--- src/design/receive_char_reader_matcher_macros.svh ---
// assertion macros for the receive character matcher
`ifndef RECEIVE_CHAR_READER_MATCHER_MACROS_SVH
`define RECEIVE_CHAR_READER_MATCHER_MACROS_SVH

`ifndef ASSERT_OFF
`define RCRM_ASSERT(lbl, clk, rst_n, prop, msg) \
    lbl: assert property (@(posedge clk) disable iff (!(rst_n)) (prop)) else $error(msg);
`define RCRM_ASSERT_NEVER(lbl, clk, rst_n, cond, msg) \
    lbl: assert property (@(posedge clk) disable iff (!(rst_n)) !(cond)) else $error(msg);
`else
`define RCRM_ASSERT(lbl, clk, rst_n, prop, msg)
`define RCRM_ASSERT_NEVER(lbl, clk, rst_n, cond, msg)
`endif

`endif

--- src/design/rcrm_pkg.sv ---
`default_nettype none

package rcrm_pkg;

    localparam int OP_W   = 2;
    localparam int KIND_W = 2;
    localparam int BYTE_W = 8;

    typedef enum logic [OP_W-1:0] {
        OP_CHAR = 2'd0,
        OP_READ = 2'd1,
        OP_ECHO = 2'd2
    } t_opcode;

    typedef enum logic [KIND_W-1:0] {
        KIND_READER   = 2'd0,
        KIND_ECHO     = 2'd1,
        KIND_OVERFLOW = 2'd2
    } t_kind;

    typedef struct packed {
        t_kind             kind;
        logic [BYTE_W-1:0] dest_id;
        logic [BYTE_W-1:0] out_char;
        logic              last;
    } t_result;

    typedef enum logic [2:0] {
        S_IDLE  = 3'b001,
        S_EXEC  = 3'b010,
        S_DRAIN = 3'b100
    } t_state;

endpackage

`default_nettype wire

--- src/design/rcrm_ram.sv ---
`default_nettype none

module rcrm_ram #(
    parameter int DEPTH = 64
) (
    input  wire logic                        i_clk,
    input  wire logic                        i_we,
    input  wire logic [$clog2(DEPTH)-1:0]    i_waddr,
    input  wire logic [rcrm_pkg::BYTE_W-1:0] i_wdata,
    input  wire logic                        i_re,
    input  wire logic [$clog2(DEPTH)-1:0]    i_raddr,
    output logic      [rcrm_pkg::BYTE_W-1:0] o_rdata
);

    logic [rcrm_pkg::BYTE_W-1:0] r_mem [DEPTH];
    logic [rcrm_pkg::BYTE_W-1:0] r_rdata;

    always_ff @(posedge i_clk) begin
        if (i_we) begin
            r_mem[i_waddr] <= i_wdata;
        end
    end

    always_ff @(posedge i_clk) begin
        if (i_re) begin
            r_rdata <= r_mem[i_raddr];
        end
    end

    assign o_rdata = r_rdata;

endmodule

`default_nettype wire

--- config.mk ---
export PLATFORM = sky130hd
export DESIGN_NAME = rcrm_ram
export DESIGN_NICKNAME = d
export VERILOG_FILES = /design/src/design/receive_char_reader_matcher_macros.svh /design/src/design/rcrm_pkg.sv /design/src/design/rcrm_ram.sv
export SDC_FILE = /design/constraint.sdc
export NUM_CORES = 1
export LEC_CHECK = 0
export BUFFER_PORTS_ARGS = -buffer_cell sky130_fd_sc_hd__buf_2
export CORE_MARGIN = 2
export CORE_UTILIZATION = 56
export DETAILED_ROUTE_END_ITERATION = 7
export PLACE_DENSITY = 0.75
export SKIP_CTS_REPAIR_TIMING = 1
export SLEW_MARGIN = 20
export SYNTH_ARGS = -nofsm -noshare
export SYNTH_HDL_FRONTEND = slang
export SYNTH_SLANG_ARGS = --single-unit
export TNS_END_PERCENT = 20
--- constraint.sdc ---
create_clock -name i_clk -period 2.35 [get_ports i_clk]
set_clock_uncertainty 0.1 [all_clocks]
set_input_delay 0.5875 -clock i_clk [delete_from_list [all_inputs] [get_ports i_clk]]
set_output_delay 0.5875 -clock i_clk [all_outputs]
set_load 0.01 [all_outputs]
Yosys cells after proc, flatten, opt, wreduce, memory -nomap -nowiden
Memories as Yosys holds them, arrays and structs flattened. A register that Yosys moved wholly into a read port is not among the register bits.
Cells that the tools add are included.
{"block": "classes", "muxes": 2}
{"operator": "2-to-1 mux 1 bit", "n": 2}
{"block": "word_totals", "ff_bits": 0, "mem_bits_rw": 512, "output_inout_bits": 8, "word_cells": 3, "mem_count": 1}
{"memory": "r_mem", "depth": 64, "word_bits": 8, "rd": 1, "rd_clocked_by_memory_dff": 1, "wr": 1, "line": "rcrm_ram.sv:15", "rtl": "logic [rcrm_pkg::BYTE_W-1:0] r_mem [DEPTH];"}

Longest topological paths before layout
Gate-level depths: netlist of run 1.
{"block": "depth", "word_depth": 2, "ltp_mapped": 9, "ltp_nobuf": 5}

Worst setup path before layout of run 1
No wires, ideal clock.
{"block": "synth_path", "kind": "input to register", "startpoint": "input port i_raddr[1]", "endpoint": "register r_rdata (netlist bit o_rdata[3]) (read register of r_mem) (data pin)", "setup_ps": 266, "arrival_time_ps": 2127, "slack_ps": -144, "stages": 7, "n_path_buf": 3, "path_cell_list": "buf_4 -> buf_2 -> buf_2 -> mux4_2 -> mux4_2 -> o21ai_1 -> o41ai_1"}
{"element": "start: declaration", "line": "rcrm_ram.sv:11", "rtl": "input wire logic [$clog2(DEPTH)-1:0] i_raddr,"}
{"element": "end: declaration", "line": "rcrm_ram.sv:16", "rtl": "logic [rcrm_pkg::BYTE_W-1:0] r_rdata;"}

==> flow_metrics.env, run 1 <==
export IMPL_outcome="finished clean"
export IMPL_slew_violations=0
export IMPL_highest_layer="met5"
export IMPL_pwr_share_comb_pct=5.6
export IMPL_critPathCaptureType="flop"
export IMPL_vias=10220
export IMPL_instances_no_fill=1631
export IMPL_area_growth_pct=16.62
export IMPL_antenna_found_initial=1
export IMPL_yosys_top_cells_count="520 x edfxtp_1, 126 x mux4_2, 83 x nor2_1"
export IMPL_synthTopCellsByArea="edfxtp_1 77%, mux4_2 14%, nor2_1 1.5%"
export IMPL_hold_viol_final=0
export IMPL_path_clk_slew_ns=0.06
export IMPL_synthFlopType="edfxtp_1"
export IMPL_die_w_um=194.1
export IMPL_drt_wl_total_um=44390
export IMPL_syn_inst=940
export IMPL_io_buffers=30
export IMPL_max_freq_ghz=0.4379
export IMPL_hold_path_class="input port to flop"
export IMPL_num_rows=69
export IMPL_p_sw_share_pct=20.25
export IMPL_grt_pass1_vias=10340
export IMPL_clk_latency_ns=0.57
export IMPL_netSwitchingPower_mw=3.835
export IMPL_cts_root_buf="clkbuf_16"
export IMPL_firstDrtPassIters=8
export IMPL_yosys_area_top_type="edfxtp_1"
export IMPL_synth_cell_type_count=39
export IMPL_critical_path_slowest_cell="mux4_2"
export IMPL_avgSynthCellArea_um2=21.54
export IMPL_crit_required_ns=2.55
export IMPL_synth_top_cell_area_share_pct=77.12
export IMPL_start_util_pct=56.92
export IMPL_layout_min_cycle_time_ns=2.284
export IMPL_drt_iter0_drc=1093
export IMPL_grt_start_max_net_pins=65
export IMPL_critPathArrivalTime_ns=2.48
export IMPL_grt_pass1_wl_um=66550
export IMPL_pwr_share_clk_pct=39.9
export IMPL_place_inst=1546
export IMPL_gp_congestion=0.8578
export IMPL_cts_buffer_depth=3
export IMPL_ys_warn_count=0
export IMPL_holdWs_ns=0.2725
export IMPL_dp_final_hpwl_um=28510
export IMPL_p_int_mw=15.10
export IMPL_ys_seq_area_share_pct=77.12
export IMPL_cap_violations=0
export IMPL_nets=1159
export IMPL_dieHeight_um=194.1
export IMPL_grt_overflow_total=0
export IMPL_syn_num_nets=963
export IMPL_cts_max_level=2
export IMPL_final_layout_size_suffix_gt1_share_pct=34.53
export IMPL_yosysMostFrequentCell="edfxtp_1"
export IMPL_wl_met1_um=17840
export IMPL_via_per_inst=6.266
export IMPL_synth_area_um2=20250
export IMPL_setup_worst_path_start_class="input port"
export IMPL_cts_sinks=520
export IMPL_synthArstFlopShare_pct=0
export IMPL_critPathKind="input port to flop"
export IMPL_cts_tree="yes"
export IMPL_core_area_um2=35570
export IMPL_wire_per_inst_um=27.22
export IMPL_crit_buf_inv=2
export IMPL_fp_dieArea_um2=37690
export IMPL_synth_edf_count=520
export IMPL_setup_viol_count_final=0
export IMPL_wl_met2_um=21890
export IMPL_synth_seq_cells=520
export IMPL_worst_pin_slew_ns=0.9465
export IMPL_pwr_density_cell_nw_per_um2=802.0
export IMPL_drc=0
export IMPL_relSlewSlack_pct=36.90
export IMPL_power_frac_seq_pct=54.5
export IMPL_rsz0062_at_grt="false"
export IMPL_finalCritPeriodShare_pct=97.18
export IMPL_grt_usage_pct=24.12
export IMPL_n_antenna_cell=0
export IMPL_power_leakage_nw=7.731
export IMPL_antenna_left=0
export IMPL_pin_count=31
export IMPL_path_delay_family="multiplexers"
export IMPL_numCtsBuffers=49
export IMPL_max_stage_delay_ns=0.54
export IMPL_path_cells="clkbuf_8, buf_12, mux4_2, mux2_2, o221a_2, nor3_2, o32ai_1"
export IMPL_wl_met3_um=3481
export IMPL_crit_fanout=19
export IMPL_irDropWorstVdd_uv=623.6
==> routing by layer <==
| metal | GRT usage (%) | vias to the layer above |
|---|---|---|
| met5 | 0 | - |
| met4 | 7.520 | 2 |
| met3 | 4.366 | 81 |
| met2 | 38.80 | 461 |
| met1 | 34.30 | 5354 |
| li1 | - | 4322 |
==> path summary, 6_finish.rpt <==
check,from,endpoint,slack [ns],cells past startpoint
worst max-delay path,i_raddr[0],o_rdata[4]$_DFFE_PP_,0.07,7
worst min register to register,r_mem[5][7]$_DFFE_PP_,o_rdata[7]$_DFFE_PP_,0.84,4
worst max register to register,r_mem[46][0]$_DFFE_PP_,o_rdata[0]$_DFFE_PP_,0.09,5
worst min-delay path,i_re,o_rdata[6]$_DFFE_PP_,0.27,1
==> cells by family after synthesis <==
group	synth area share (%)
AO/OA/AOI/OAI	2.064
buffers and inverters	1.563
flip-flops	77.12
multiplexers	15.88
AND/OR/NAND/NOR	3.374
==> through the flow <==
stage                     power (mW)  setup slack (ns)  setup TNS [ns]  utilization, %  instance area [um^2]
after CTS                      19.05           0.02164               0           66.33                 23590
after global placement         11.53           -0.5651          -3.570           62.08                 22080
after detailed placement       11.57           -0.5792          -3.874           62.08                 22080
final                          18.94           0.06630               0           66.39                 23610
after global routing           19.47         0.0003402               0           66.39                 23610
after floorplan                11.06          -0.02279         -0.1411               -                 20280
==> power groups by stage <==
stage               Sequential, mW  Combinational, mW  Clock (mW)
finish                        10.3               1.06        7.56
floorplan                     10.5              0.554           0
global route                  10.3               1.13        8.04
detailed placement            10.5               1.06           0
CTS                           10.3               1.06        7.67
global placement              10.5               1.03           0
==> worst register-to-register path: stages, from the launching register on <==
cell	delay, ns
edfxtp_1	0.36
mux4_2	0.48
mux2_2	0.31
a221oi_1	0.48
buf_4	0.21
o2bb2ai_1	0.07
==> state kept, by name (all words and copies together) (netlist names) <==
register and cells:
o_rdata 8, r_mem 512
==> area by class of cell <==
type | count | area (um^2)
sequential | 520 | 15620
fill | 2239 | 11960
multi-input combinational | 369 | 4325
timing repair buffer | 196 | 1584
clock buffer | 61 | 1271
tap | 461 | 576.8
clock inverter | 24 | 240.2
==> placed cells by master, fill, tap and decap left out, drive strengths merged <==
cell type / count
or3: 1
bufinv: 5
a211oi: 4
clkbuf: 62
o21ai: 4
edfxtp: 520
o2bb2ai: 3
o2111ai: 3
nor4: 2
nor2b: 14
a22oi: 3
o22ai: 8
o21a: 2
a2111oi: 2
a21oi: 3
nor2: 83
mux2i: 23
nor3: 7
o221ai: 8
mux2: 13
o32ai: 2
nand2: 19
o41ai: 2
buf: 195
nand3: 13
nand2b: 7
and2: 1
a221oi: 6
clkinvlp: 2
a31oi: 1
mux4: 126
o221a: 2
clkinv: 17
o311ai: 1
nand4b: 1
nand3b: 3
nand4: 2
Power figures use the tool's default switching activity.
==> inputs of run 2 (changes only) <==
--- a/config.mk
+++ b/config.mk
@@ -6,7 +6,7 @@
 export NUM_CORES = 1
 export LEC_CHECK = 0
 export BUFFER_PORTS_ARGS = -buffer_cell sky130_fd_sc_hd__buf_2
-export CORE_MARGIN = 2
+export CORE_MARGIN = 1.5
 export CORE_UTILIZATION = 56
 export DETAILED_ROUTE_END_ITERATION = 7
 export PLACE_DENSITY = 0.75
==> run 2 against run 1 <==
  * Global-route usage rose by 1.0 points
  * Register-to-register slack improved by 0.04 ns
  * Routed wire length increased by 1.7%
  * Critical path depth stayed put
  * Worst hold slack improved by 0.031 ns
  * Maximum frequency is 0.61% lower
  * Sequential power about the same
  * Final cell count increased by 0.49%
  * Sequential cell count unchanged
  * Via count rose by 1.8%
  * Sequential share of layout area fell by 0.060 points
  * Setup slack got worse by 0.014 ns
  * Critical path type unchanged
  * Largest power group unchanged
==> flow_metrics.env, run 2 (same netlist as run 1, synthesis figures left out) <==
export IMPL_fillers=2237
export IMPL_dpl_cell_area_um2=22120
export IMPL_final_layout_size_suffix_gt1_share_pct=34.32
export IMPL_numCtsBuffers=49
export IMPL_grt_start_max_net_pins=65
export IMPL_cts_root_buf="clkbuf_16"
export IMPL_critPathKind="input port to flop"
export IMPL_nets=1164
export IMPL_crit_fanout=20
export IMPL_grt_usage_pct=25.13
export IMPL_clk_latency_ns=0.56
export IMPL_drt_iter0_drc=1224
export IMPL_layout_min_cycle_time_ns=2.298
export IMPL_final_cell_mix="520 x edfxtp_1, 164 x buf_4, 126 x mux4_2"
export IMPL_hold_path_class="input port to flop"
export IMPL_stdcell_area_um2=23630
export IMPL_die_w_um=193.1
export IMPL_core_area_um2=35570
export IMPL_drc=0
export IMPL_setup_slack_ns=0.05221
export IMPL_irDropWorstVdd_uv=673.7
export IMPL_fp_dieArea_um2=37310
export IMPL_relSlewSlack_pct=51.86
export IMPL_gp_congestion=0.8263
export IMPL_p_sw_share_pct=20.48
export IMPL_pre_cts_slack_ns=-0.6162
export IMPL_io_buffers=30
export IMPL_grt_pass1_wl_um=66710
export IMPL_cts_sinks=520
export IMPL_firstDrtPassIters=7
export IMPL_cts_tree="yes"
export IMPL_vias=10400
export IMPL_start_util_pct=56.92
export IMPL_grt_overflow_total=0
export IMPL_cts_max_level=2
export IMPL_via_per_inst=6.345
export IMPL_cap_violations=0
export IMPL_largest_register_ffs=512
export IMPL_num_rows=69
export IMPL_power_frac_seq_pct=54.8
export IMPL_power_leakage_nw=7.749
export IMPL_critPathCaptureType="flop"
export IMPL_pwr_share_comb_pct=5.6
export IMPL_outcome="finished clean"
export IMPL_netSwitchingPower_mw=3.856
export IMPL_drt_wl_total_um=45150
export IMPL_pin_count=31
export IMPL_path_clk_slew_ns=0.06
export IMPL_setup_worst_path_start_class="input port"
export IMPL_wire_per_inst_um=27.54
export IMPL_grt_pass1_vias=10460
export IMPL_p_int_mw=14.97
export IMPL_final_common_cell="edfxtp_1"
export IMPL_antenna_left=0
export IMPL_dieHeight_um=193.1
export IMPL_max_freq_ghz=0.4352
export IMPL_hold_viol_final=0
export IMPL_slew_violations=0
export IMPL_crit_required_ns=2.54
export IMPL_finalCritPeriodShare_pct=97.78
export IMPL_regMostFlops="r_mem"
export IMPL_critPathArrivalTime_ns=2.49
export IMPL_pwr_density_cell_nw_per_um2=796.5
export IMPL_cts_buffer_depth=3
export IMPL_setup_viol_count_final=0
export IMPL_dp_final_hpwl_um=28250
export IMPL_worst_pin_slew_ns=0.7222
export IMPL_rsz0062_at_grt="false"
export IMPL_antenna_found_initial=2
export IMPL_area_growth_pct=16.73
export IMPL_pwr_share_clk_pct=39.5
run 2: cell count changes in the layout (fill, tap and decap cells not counted), moves of 2 or more:
cell,delta
clkinv_2,-4
clkinvlp_4,-2
bufinv_16,-2
clkinv_1,+4
buf_4,+7
clkbuf_1,+3
run 2: layout make-up:
class	instances	area, um^2	area share, %
clock buffer	65	1308	5.532
tap	461	576.8	2.441
antenna	1	2.502	0.01059
sequential	520	15620	66.07
multi-input combinational	369	4327	18.31
clock inverter	22	185.2	0.7835
timing repair buffer	201	1620	6.856
run 2: worst max-delay path: stages:
cell	delay, ns
clkbuf_8	0.19
buf_12	0.22
mux4_2	0.51
mux2_2	0.29
o221a_2	0.28
nor3_2	0.25
o32ai_1	0.13
run 2: metal layers:
| metal | routed length [um] | global-route usage [%] | part of all wire (%) |
|---|---|---|---|
| met1 | 17920 | 35.75 | 40 |
| met2 | 22090 | 40.32 | 49 |
| met3 | 3772 | 4.217 | 8.4 |
| met4 | 1353 | 8.432 | 3.0 |
| met5 | 10 | 0 | 0.022 |
run 2: path summary, 6_finish.rpt:
kind / from / endpoint / slack, ns / cells past startpoint
max: i_raddr[0] / o_rdata[6]$_DFFE_PP_ / 0.05 / 7
min: i_re / o_rdata[4]$_DFFE_PP_ / 0.30 / 1
max reg2reg: r_mem[45][0]$_DFFE_PP_ / o_rdata[0]$_DFFE_PP_ / 0.13 / 5
min reg2reg: r_mem[26][6]$_DFFE_PP_ / o_rdata[6]$_DFFE_PP_ / 0.85 / 3
run 2: through the flow:
stage	total power [mW]	setup TNS, ns	hold slack (ns)	util [%]	std cells
2_1_floorplan	11.06	-0.1411	0.5864	-	940
3_3_place_gp	11.54	-3.633	0.7720	62.18	1551
3_5_place_dp	11.57	-3.835	0.8189	62.18	1551
4_1_cts	18.92	-0.05430	0.2840	66.38	1638
5_1_grt	19.30	0	0.2826	66.44	1638
6_report	18.82	0	0.3035	66.45	1639
run 2: power groups by stage:
stage | logic [mW] | registers (mW) | clock network, mW
after floorplan | 0.554 | 10.5 | 0
after global placement | 1.02 | 10.5 | 0
after detailed placement | 1.05 | 10.5 | 0
after CTS | 1.06 | 10.3 | 7.54
after global routing | 1.12 | 10.3 | 7.85
final | 1.06 | 10.3 | 7.44
